## config.mk

```make
export PLATFORM = sky130hd
export DESIGN_NAME = utf8_to_wide_decoder_top
export DESIGN_NICKNAME = d
export VERILOG_FILES = /design/src/rtl/utwd_pkg.sv /design/src/rtl/utwd_decode.sv /design/src/rtl/utf8_to_wide_decoder_top.sv
export VERILOG_INCLUDE_DIRS = /design/src /design/src/rtl
export SDC_FILE = /design/constraint.sdc
export NUM_CORES = 1
export LEC_CHECK = 0
export ABC_CLOCK_PERIOD_IN_PS = 5500
export BUFFER_PORTS_ARGS = -buffer_cell sky130_fd_sc_hd__buf_2
export CAP_MARGIN = 25
export CORE_AREA = 2 2 127 129
export CTS_BUF_LIST = sky130_fd_sc_hd__clkbuf_8
export DETAILED_ROUTE_END_ITERATION = 8
export DIE_AREA = 0 0 129 131
export PLACE_DENSITY = 0.53
export SETUP_SLACK_MARGIN = 0.5
export SKIP_LAST_GASP = 1
export SLEW_MARGIN = 20
export SYNTH_ARGS = -nofsm -noshare
export SYNTH_HDL_FRONTEND = slang
export SYNTH_SLANG_ARGS = --single-unit
export TNS_END_PERCENT = 1
```

## constraint.sdc

```tcl
create_clock -name clk -period 5.5 [get_ports clk]
set_input_delay 0.55 -clock clk [delete_from_list [all_inputs] [get_ports clk]]
set_output_delay 0.55 -clock clk [all_outputs]
set_load 0.01 [all_outputs]
```

## src/rtl/utf8_to_wide_decoder_top_defines.svh

```systemverilog
// assertion macros for the utf8 to wide decoder
// used by utf8_to_wide_decoder_top; needs clk and arst_n in the including scope
`ifndef UTF8_TO_WIDE_DECODER_TOP_DEFINES_SVH
`define UTF8_TO_WIDE_DECODER_TOP_DEFINES_SVH

// same-cycle implication, checked on rising clk outside reset
`define UTWD_ASSERT_NOW(lbl, ante, cons, msg) \
	lbl: assert property (@(posedge clk) disable iff (!arst_n) (ante) |-> (cons)) \
		else $error(msg);

// next-cycle implication, checked on rising clk outside reset
`define UTWD_ASSERT_NEXT(lbl, ante, cons, msg) \
	lbl: assert property (@(posedge clk) disable iff (!arst_n) (ante) |=> (cons)) \
		else $error(msg);

`endif

```

## src/rtl/utwd_pkg.sv

```systemverilog
// shared types and constants for the utf8 to wide decoder
// no dependencies; used by utwd_decode, utf8_to_wide_decoder_top, utwd_checker and tb
package utwd_pkg;

	localparam int BYTE_W     = 8;
	localparam int CU_W       = 21;
	localparam int MAX_UNITS  = 4;
	localparam int HELD_DEPTH = 3;

	localparam logic [CU_W-1:0] PLANE1_BASE = 21'h010000;
	localparam logic [CU_W-1:0] SURR_HI     = 21'h00D800;
	localparam logic [CU_W-1:0] SURR_LO     = 21'h00DC00;

	typedef logic [CU_W-1:0] unit_t;
	typedef logic [BYTE_W-1:0] byte_t;

	// pending sequence state
	typedef struct packed {
		logic [1:0] count;
		logic [2:0] len;
		unit_t      accum;
	} dec_state_t;

	// decode result for one input byte
	typedef struct packed {
		logic [MAX_UNITS-1:0][CU_W-1:0] units;
		logic [2:0]                     n_units;
		dec_state_t                     nxt;
		logic [HELD_DEPTH-1:0]          hb_we;
	} dec_out_t;

endpackage

```

## src/rtl/utwd_decode.sv

```systemverilog
// combinational decode of one utf8 byte against the pending sequence state
// depends on utwd_pkg
module utwd_decode (
	input  utwd_pkg::dec_state_t                                cur,
	input  logic [utwd_pkg::HELD_DEPTH-1:0][utwd_pkg::BYTE_W-1:0] held,
	input  utwd_pkg::byte_t                                     in_byte,
	input  logic                                                in_last,
	input  logic                                                utf16_mode,
	output utwd_pkg::dec_out_t                                  res
);

	logic            is_cont;
	logic            lead2, lead3, lead4, fresh_buf;
	logic [2:0]      fresh_len;
	utwd_pkg::unit_t fresh_bits;
	utwd_pkg::unit_t acc, v;
	utwd_pkg::unit_t raw_in;

	assign is_cont   = (in_byte[7:6] == 2'b10);
	assign lead2     = (in_byte[7:5] == 3'b110);
	assign lead3     = (in_byte[7:4] == 4'b1110);
	assign lead4     = (in_byte[7:3] == 5'b11110);
	assign fresh_buf = lead2 | lead3 | lead4;
	assign raw_in    = {13'd0, in_byte};
	assign acc       = {cur.accum[14:0], in_byte[5:0]};
	assign v         = acc - utwd_pkg::PLANE1_BASE;

	always_comb begin
		fresh_len  = 3'd4;
		fresh_bits = {18'd0, in_byte[2:0]};
		if (lead2) begin
			fresh_len  = 3'd2;
			fresh_bits = {16'd0, in_byte[4:0]};
		end else if (lead3) begin
			fresh_len  = 3'd3;
			fresh_bits = {17'd0, in_byte[3:0]};
		end
	end

	always_comb begin
		logic [2:0] n;
		logic       do_fresh;
		res      = '0;
		res.nxt  = cur;
		n        = 3'd0;
		do_fresh = 1'b0;
		if (cur.count == 2'd0) begin
			do_fresh = 1'b1;
		end else if (is_cont) begin
			if (({1'b0, cur.count} + 3'd1) >= cur.len) begin
				// sequence complete
				res.nxt = '0;
				if (utf16_mode && (acc[20:16] != 5'd0)) begin
					res.units[n[1:0]] = utwd_pkg::SURR_HI + {10'd0, v[20:10]};
					n = n + 3'd1;
					res.units[n[1:0]] = utwd_pkg::SURR_LO + {11'd0, v[9:0]};
					n = n + 3'd1;
				end else begin
					res.units[n[1:0]] = acc;
					n = n + 3'd1;
				end
			end else begin
				res.hb_we[cur.count] = 1'b1;
				res.nxt.count        = cur.count + 2'd1;
				res.nxt.accum        = acc;
				if (in_last) begin
					// end of string: flush held bytes plus this one
					for (int k = 0; k < utwd_pkg::HELD_DEPTH; k++) begin
						if (2'(k) < cur.count) begin
							res.units[n[1:0]] = {13'd0, held[k]};
							n = n + 3'd1;
						end
					end
					res.units[n[1:0]] = raw_in;
					n = n + 3'd1;
					res.nxt = '0;
				end
			end
		end else begin
			// broken sequence: held bytes go out raw, then restart
			for (int k = 0; k < utwd_pkg::HELD_DEPTH; k++) begin
				if (2'(k) < cur.count) begin
					res.units[n[1:0]] = {13'd0, held[k]};
					n = n + 3'd1;
				end
			end
			res.nxt  = '0;
			do_fresh = 1'b1;
		end

		if (do_fresh) begin
			if (fresh_buf) begin
				res.hb_we[0]  = 1'b1;
				res.nxt.count = 2'd1;
				res.nxt.len   = fresh_len;
				res.nxt.accum = fresh_bits;
				if (in_last) begin
					res.units[n[1:0]] = raw_in;
					n = n + 3'd1;
					res.nxt = '0;
				end
			end else begin
				// ascii, stray continuation or invalid lead
				res.units[n[1:0]] = raw_in;
				n = n + 3'd1;
			end
		end
		res.n_units = n;
	end

endmodule

```

## src/rtl/utf8_to_wide_decoder_top.sv

```systemverilog
// top level of the utf8 to wide decoder: input register, decode, output buffer
// depends on utwd_pkg, utwd_decode and utf8_to_wide_decoder_top_defines.svh
//
// Takes one utf8 byte per input beat (tlast marks the end of the string) and
// gives utf32 code points, or utf16 code units when utf16_mode is set, one per
// output beat; tlast on the output marks the last code unit caused by an input
// byte. Bad leads, broken sequences and bytes pending at the end of the string
// come out as their raw byte values. An accepted input beat passes the input
// register and then the output buffer. Bytes that give one or no code unit run
// at one beat per cycle while m_axis_tready is high; a byte that gives more
// code units (up to four) holds the output buffer until its last unit is sent,
// since that buffer sends one code unit per cycle while m_axis_tready is high,
// and the input stalls meanwhile. utf16_mode is written through the always ready
// cfg port; the user must do so only while the block is idle, it is not enforced.
`include "utf8_to_wide_decoder_top_defines.svh"

module utf8_to_wide_decoder_top (
	input  logic        clk,
	input  logic        arst_n,
	// configuration write channel
	input  logic        cfg_valid,
	output logic        cfg_ready,
	input  logic        cfg_data,      // utf16_mode
	// byte input stream
	input  logic        s_axis_tvalid,
	output logic        s_axis_tready,
	input  logic [7:0]  s_axis_tdata,  // [7:0] in_byte
	input  logic        s_axis_tlast,  // in_last
	// code unit output stream
	output logic        m_axis_tvalid,
	input  logic        m_axis_tready,
	output logic [23:0] m_axis_tdata,  // [20:0] code_unit, [23:21] zero
	output logic        m_axis_tlast   // run_end
);

	// configuration register
	logic mode_q;

	// input register stage
	logic            v_s1;
	utwd_pkg::byte_t byte_s1;
	logic            last_s1;

	// pending sequence state; held bytes carry no reset, entries are written before read
	utwd_pkg::dec_state_t state_q;
	logic [utwd_pkg::HELD_DEPTH-1:0][utwd_pkg::BYTE_W-1:0] held_q;

	// output buffer for up to four code units of one byte
	logic [utwd_pkg::MAX_UNITS-1:0][utwd_pkg::CU_W-1:0] units_q;
	logic [2:0] cnt_q;
	logic [1:0] idx_q;
	logic       obuf_valid_q;

	utwd_pkg::dec_out_t dec;
	logic [1:0]         last_idx;
	logic               drain_last, buf_free, take_s1;

	assign cfg_ready = 1'b1;

	always_ff @(posedge clk or negedge arst_n) begin
		if (!arst_n) begin
			mode_q <= 1'b0;
		end else if (cfg_valid && cfg_ready) begin
			mode_q <= cfg_data;
		end
	end

	utwd_decode u_decode (
		.cur        (state_q),
		.held       (held_q),
		.in_byte    (byte_s1),
		.in_last    (last_s1),
		.utf16_mode (mode_q),
		.res        (dec)
	);

	// the stage moves on when the buffer is empty or sends its final unit now
	assign last_idx      = 2'(cnt_q - 3'd1);
	assign drain_last    = obuf_valid_q && m_axis_tready && (idx_q == last_idx);
	assign buf_free      = !obuf_valid_q || drain_last;
	assign take_s1       = v_s1 && buf_free;
	assign s_axis_tready = !v_s1 || take_s1;

	// input register
	always_ff @(posedge clk or negedge arst_n) begin
		if (!arst_n) begin
			v_s1 <= 1'b0;
		end else if (s_axis_tready) begin
			v_s1 <= s_axis_tvalid;
		end
	end

	always_ff @(posedge clk) begin
		if (s_axis_tvalid && s_axis_tready) begin
			byte_s1 <= s_axis_tdata;
			last_s1 <= s_axis_tlast;
		end
	end

	// sequence state advances once per decoded byte
	always_ff @(posedge clk or negedge arst_n) begin
		if (!arst_n) begin
			state_q <= '0;
		end else if (take_s1) begin
			state_q <= dec.nxt;
		end
	end

	always_ff @(posedge clk) begin
		if (take_s1) begin
			for (int k = 0; k < utwd_pkg::HELD_DEPTH; k++) begin
				if (dec.hb_we[k]) begin
					held_q[k] <= byte_s1;
				end
			end
		end
	end

	// output buffer control
	always_ff @(posedge clk or negedge arst_n) begin
		if (!arst_n) begin
			obuf_valid_q <= 1'b0;
			cnt_q        <= 3'd0;
			idx_q        <= 2'd0;
		end else if (take_s1 && (dec.n_units != 3'd0)) begin
			obuf_valid_q <= 1'b1;
			cnt_q        <= dec.n_units;
			idx_q        <= 2'd0;
		end else if (obuf_valid_q && m_axis_tready) begin
			if (drain_last) begin
				obuf_valid_q <= 1'b0;
			end else begin
				idx_q <= idx_q + 2'd1;
			end
		end
	end

	always_ff @(posedge clk) begin
		if (take_s1 && (dec.n_units != 3'd0)) begin
			units_q <= dec.units;
		end
	end

	assign m_axis_tvalid = obuf_valid_q;
	assign m_axis_tdata  = {3'd0, units_q[idx_q]};
	assign m_axis_tlast  = (idx_q == last_idx);

	// buffer count stays within one to four and the index inside it
	`UTWD_ASSERT_NOW(a_obuf_count, obuf_valid_q,
		(cnt_q != 3'd0) && (cnt_q <= 3'd4) && ({1'b0, idx_q} < cnt_q),
		"output buffer count or index out of range")
	// a pending sequence always has more bytes to come than it holds
	`UTWD_ASSERT_NOW(a_pending_len, state_q.count != 2'd0,
		state_q.len > {1'b0, state_q.count}, "pending count not below sequence length")
	// a decoded byte with results starts the buffer at its first unit
	`UTWD_ASSERT_NEXT(a_obuf_load, take_s1 && (dec.n_units != 3'd0),
		obuf_valid_q && (idx_q == 2'd0), "output buffer not loaded after decode")
	// a held stage behind a stalled, unfinished buffer blocks the input
	`UTWD_ASSERT_NOW(a_input_stall, v_s1 && obuf_valid_q && !m_axis_tready,
		!s_axis_tready, "input accepted while output buffer is stalled")

endmodule

```

* Word-level counts from Yosys, hierarchy flattened
Index checks and enable logic that the tools add are counted.
** Word-level totals
- Bits in registers :: 150
- Bits of input ports :: 15
** Cells by class
- Bitwise gates (word level) :: 2
- Add/subtract/negate cells :: 13
- Equal/unequal tests :: 6
- $lt $le $gt $ge :: 19
- Mux-type cells :: 105
- Reductions and logical operators :: 27
** Operators by type and width (count)
- $mux 84 :: 20
- $bwmux 84 :: 6
- $mux 21 :: 16
- $demux 21 s2 :: 6
- $mux 26 :: 5
- $mux 3 :: 31
- $mux 42 :: 2
- $bmux 21 s2 :: 1
- $mux 29 :: 1
- $mux 25 :: 1
- $lt 2x3->1 const B :: 8
- $sub 21x17->21 const B :: 1
- $add 3x1->3 const B :: 6
- $add 16x10->17 const A :: 1
- $add 16x11->17 const A :: 1
- $ge 2x1->1 const B :: 7
- $logic_and 1x1->1 :: 13
- $reduce_and 2->1 :: 5
- $mux 1 :: 9
- $mux 2 :: 4
- $mux 8 :: 1
- $eq 5x5->1 const B :: 1
- $reduce_bool 5->1 :: 1
- $add 2x1->2 const B :: 2
- 18 further kinds :: 23

* Longest topological paths before layout
- Depth in word-level cells :: 31
- Gate-level depth with buffers :: 14
- Gate-level depth less buffers :: 14

* By module
A second synthesis with hierarchy kept.
** Unflattened totals
- Cell total of the unflattened synthesis :: 585
- Area total of the unflattened synthesis :: 7761.2 sq um
** Modules (own cells, without submodules)
- utf8_to_wide_decoder_top :: sequential area each 4339.2 sq um, area an instance 5567.8 sq um, times used 1, cells an instance 249
- utwd_decode :: sequential area each 0.0 sq um, area an instance 2193.4 sq um, times used 1, cells an instance 336

* Worst setup path after synthesis
Ideal clock, no wire load.
- Path kind :: register to register
- Start :: register state_q[25] (netlist name)
- End :: register cnt_q[0]
- Setup slack :: 1648 ps
- Arrival time :: 3727 ps
- Clock period less this slack :: 3852 ps
- Path buffers :: 0
- Data required time :: 5375 ps
- Library setup time :: 125 ps
- Stages on the path, launching flop included :: 14
- Cell sequence :: dfrtp_1 -> inv_1 -> ha_1 -> ha_1 -> a21o_1 -> a311oi_2 -> nand2_1 -> a311oi_1 -> ha_1 -> a21boi_0 -> mux2i_1 -> nor3_1 -> a211o_4 -> mux2_4
** On the way
- Cells in the longest elaborated chain, start to end :: 29
- Elaborated cells on any way between the ends :: 43
** Ends and longest elaborated chain
- start: declaration :: line utf8_to_wide_decoder_top.sv:45 : utwd_pkg::dec_state_t state_q;
- start signal: assignment :: line utf8_to_wide_decoder_top.sv:105 : state_q <= dec.nxt;
- $lt 1x2->1 :: line utwd_decode.sv:69, utwd_decode.sv:82
- $mux 1 :: line utwd_decode.sv:69, utwd_decode.sv:82
- $mux 3 :: line utwd_decode.sv:66 : if (in_last) begin
- $mux 3 :: line utwd_decode.sv:50 : if (({1'b0, cur.count} + 3'd1) >= cur.len) begin
- $mux 3 :: line utwd_decode.sv:49 : end else if (is_cont) begin
- $mux 3 :: line utwd_decode.sv:47 : if (cur.count == 2'd0) begin
- $add 3x1->3 :: line utwd_decode.sv:71 : n = n + 3'd1;
- $mux 3 :: line utwd_decode.sv:69 : if (2'(k) < cur.count) begin
- [... 13 more ...]
- $mux 3 :: line utwd_decode.sv:49
- $mux 3 :: line utwd_decode.sv:47
- $add 3x1->3 :: line utwd_decode.sv:99, utwd_decode.sv:105
- $mux 3 :: line utwd_decode.sv:97 : if (in_last) begin
- $mux 3 :: line utwd_decode.sv:92 : if (fresh_buf) begin
- $mux 3 (*) :: line utwd_decode.sv:91 : if (do_fresh) begin
- $reduce_bool 3->1 :: line utf8_to_wide_decoder_top.sv:125 : end else if (take_s1 && (dec.n_units != 3'd0)) begin
- $logic_and 1x1->1 :: line utf8_to_wide_decoder_top.sv:125
- end signal: assignment :: line utf8_to_wide_decoder_top.sv:127 : cnt_q <= dec.n_units;
- end: declaration :: line utf8_to_wide_decoder_top.sv:50 : logic [2:0] cnt_q;
Every way passes the cells marked *; elsewhere a longest branch is shown, timed or not. The select of a mux whose other input is x is not followed.
A chain may end at the register's enable or synchronous reset.

* Final worst setup path
- Start :: register state_q[25] (netlist name)
- End :: register cnt_q[1]
Same word-level chain as after synthesis.

==> impl_metrics.yaml <==
timing:
  skew_ps: 15.8
  fin_setup_tns_ps: 0
  worst_slew_pin_slew_ps: 970
  rsz0062_at_grt: "no"
  maxSlewHeadroom_pct: 35.0
  finalCritPeriodShare_pct: 81.5
  max_clock_freq_ghz: 0.223
  slew_violations: 0
  setup_viol: 0
  layout_setup_ws_ps: 1020
  period_needed_ps: 4480
  final_hold_viol_count: 0
place:
  port_buffers: 38
  place.detailed.hpwl_um: 9800
  dp.cells: 714
  gp_congestion: 0.889
  place_ws_ps: 1060
  place_area_sq_um: 5990
clocking:
  htree_levels: 3
  path_clk_slew_ps: 110
  cts.sinks: 108
  cts_resized: 0
  cts_tree: "yes"
  root_buffer: "clkbuf_8"
  cts_inserted_buffers: 9
  clk_latency_ps: 400
  clockBufferDepth: 2
  ctsHoldBuffers: 0
  cts_setup_buffers: 0
synth:
  avgSynthCellArea_sq_um: 11.6
  yosys_warnings: 0
  ys.flop_type: "edfxtp_1"
  netlist_area_sq_um: 5660
  seq_area_frac_synth_pct: 54.9
  synth_largest_area_cell: "edfxtp_1"
  synth.top_cells.by_area: "edfxtp_1 (43%), dfrtp_1 (12%), ha_1 (3.5%)"
  synth-edff-count: 81
  synthCells: 486
  ys_async_sr_fraction_pct: 25.0
  synth_top_area_share_pct: 43.0
  synth_cell_types: 59
  ys_seq_elements: 108
worst_setup_path:
  crit_path_start: "state_q[25]"
  path_cells: "inv_1 > ha_1 > ha_1 > a21o_1 > a311oi_2 > nand2_1 > a311oi_1 > ha_1 > a21boi_0 > mux2i_1 > nor3_1 > a211o_4 > mux2_4"
  slowest_stage: "a211o_4"
  cp-start-kind: "flip-flop"
  crit_path_end_kind: "flip-flop"
  required_ps: 5790
  reg2reg_depth: 13
  crit_top_cell: "ha_1"
  worstReg2RegEnd: "cnt_q[1]"
  r2r_slack_ps: 1020
  cp-endpoint: "cnt_q[1]"
  slowest_delay_ps: 600
  critPathMaxFanout: 53
  setup.worst_path.class: "reg2reg"
  worstPathArrival_ps: 4770
  rr_startpoint: "state_q[25]"
die:
  die_x_um: 129
  row_count: 46
  die_y_um: 131
  io_pins: 43
  fp.coreArea_sq_um: 15600
  die_area_sq_um: 16900
  start_util_pct: 36.3
routing:
  dr_total_vias: 3901
  drt_pass1_iterations: 6
  viasPerCell: 5.34
  drc: 0
  drtIter0Drc: 320
  drtAntennaViolNets: 0
  wl_per_cell_um: 19.0
  routed_wl_um: 13900
finish:
  fin_area_sq_um: 6200
  diodes: 0
  syn_to_final_growth_pct: 9.64
  nNetsFinal: 540
  layout.cells.non_filler: 730
  layout_common_cells: "edfxtp_1 (81), nand2_1 (45), buf_2 (38)"
  drive_above_1_share_pct: 15.8
  final_util_pct: 39.8
  final_common_cell: "edfxtp_1"
global_routing:
  grt-ovfl-total: 0
  grtUsageTotal_pct: 17.5
  grt_pass1_wl_um: 22100
  antenna_found_initial: 0
  grt_max_degree: 54
  grt_pass1_vias: 3896
run:
  drv_cap: 0
status:
  status: "complete, no violations"
power:
  powerDensity_nw_per_um2: 507
  max-vdd-ir-drop_mv: 0.198
  p_leak_nw: 2.42
min_path:
  hp-class: "in2async"
==> synth_stat cells, types with 3 or more instances <==
cell type  number
dfrtp_1        27
a31oi_1         9
a22o_1         18
a22oi_1         6
xnor2_1         5
and3_1         10
nand3_1         8
buf_4           5
a21oi_1        35
nand2b_1       13
a32o_1          5
inv_1          17
nand2_1        45
edfxtp_1       81
ha_1           16
nor2b_1         5
o2bb2ai_1       6
buf_2           7
nor3_1          4
o21ai_0        26
a2bb2oi_1       3
a221o_1         7
a21o_1          5
a31o_2          3
mux4_2          7
nor2_1         32
o31ai_1         3
o22ai_1         6
and2_1         12
mux2i_1         9
clkbuf_1       16
==> how the worst min path moves through the flow <==
stage                        to  depth (start not counted)  slack [ps]   startpoint
global route           idx_q[0]                          1         190       arst_n
floorplan              cnt_q[0]                          0         250       arst_n
detailed placement  state_q[21]                          1         500  state_q[21]
finish              state_q[14]                          1         150       arst_n
global placement    state_q[21]                          1         490  state_q[21]
CTS                 state_q[14]                          1         170       arst_n
==> cells by family (layout without fill, tap and decap cells) <==
logic type | count (synthesis) | count (layout) | synth area share (%)
AO/OA/AOI/OAI | 145 | 145 | 18.4
XOR/XNOR | 8 | 8 | 1.37
adder cells (fa/ha/maj) | 16 | 16 | 3.54
buffers and inverters | 48 | 74 | 3.94
flip-flops | 108 | 108 | 54.9
multiplexers | 22 | 22 | 6.01
other | 2 | 4 | 0.133
AND/OR/NAND/NOR | 137 | 137 | 11.7
==> power breakdown <==
| group | total (mW) | internal, mW | leakage (nW) | switching [mW] |
|---|---|---|---|---|
| clock network | 0.530 | 0.255 | 0.109 | 0.275 |
| registers | 1.41 | 1.23 | 1.13 | 0.180 |
| logic | 1.21 | 0.471 | 1.18 | 0.737 |
==> stage by stage <==
step	hold WS, ps	power, mW
after detailed placement	496	2.65
after global placement	495	2.62
final	149	3.15
after floorplan	254	2.24
after CTS	172	3.18
after global routing	195	3.35
==> registers in the layout, indices dropped and copies added, names as in the netlist <==
name / flops
v_s1: 1
state_q: 20
cnt_q: 2
idx_q: 2
mode_q: 1
byte_s1: 8
m_axis_tvalid: 1
last_s1: 1
held_q: 24
units_q: 48
==> final cells by class <==
class / instances / area [sq um]
clock inverter: 7 / 90.1
tap: 216 / 270
sequential: 108 / 3110
timing repair buffer: 41 / 213
fill: 1532 / 9390
multi-input combinational: 332 / 2340
inverter: 17 / 63.8
clock buffer: 9 / 124
==> routing by layer <==
metal  share of wire [%]  vias up  routed length, um  GRT usage (%)
met3                 4.1       20                565           2.73
li1                    -     1867                  -              -
met4                 2.6        0                357           7.99
met1                  46     1904               6450           23.7
met5                   0        -                  0              0
met2                  47      110               6510           28.0
==> worst max-delay path: cells and delay by family, from the launching register on <==
kind	cells	cell delay (ps)
and+or+nand+nor	2	380
DFF	1	540
muxes	2	450
buffers and inverters	1	140
adders and majority gates	3	830
AOI/OAI and AO/OA	5	2040
Note: power is estimated with default switching activity, not from simulation.
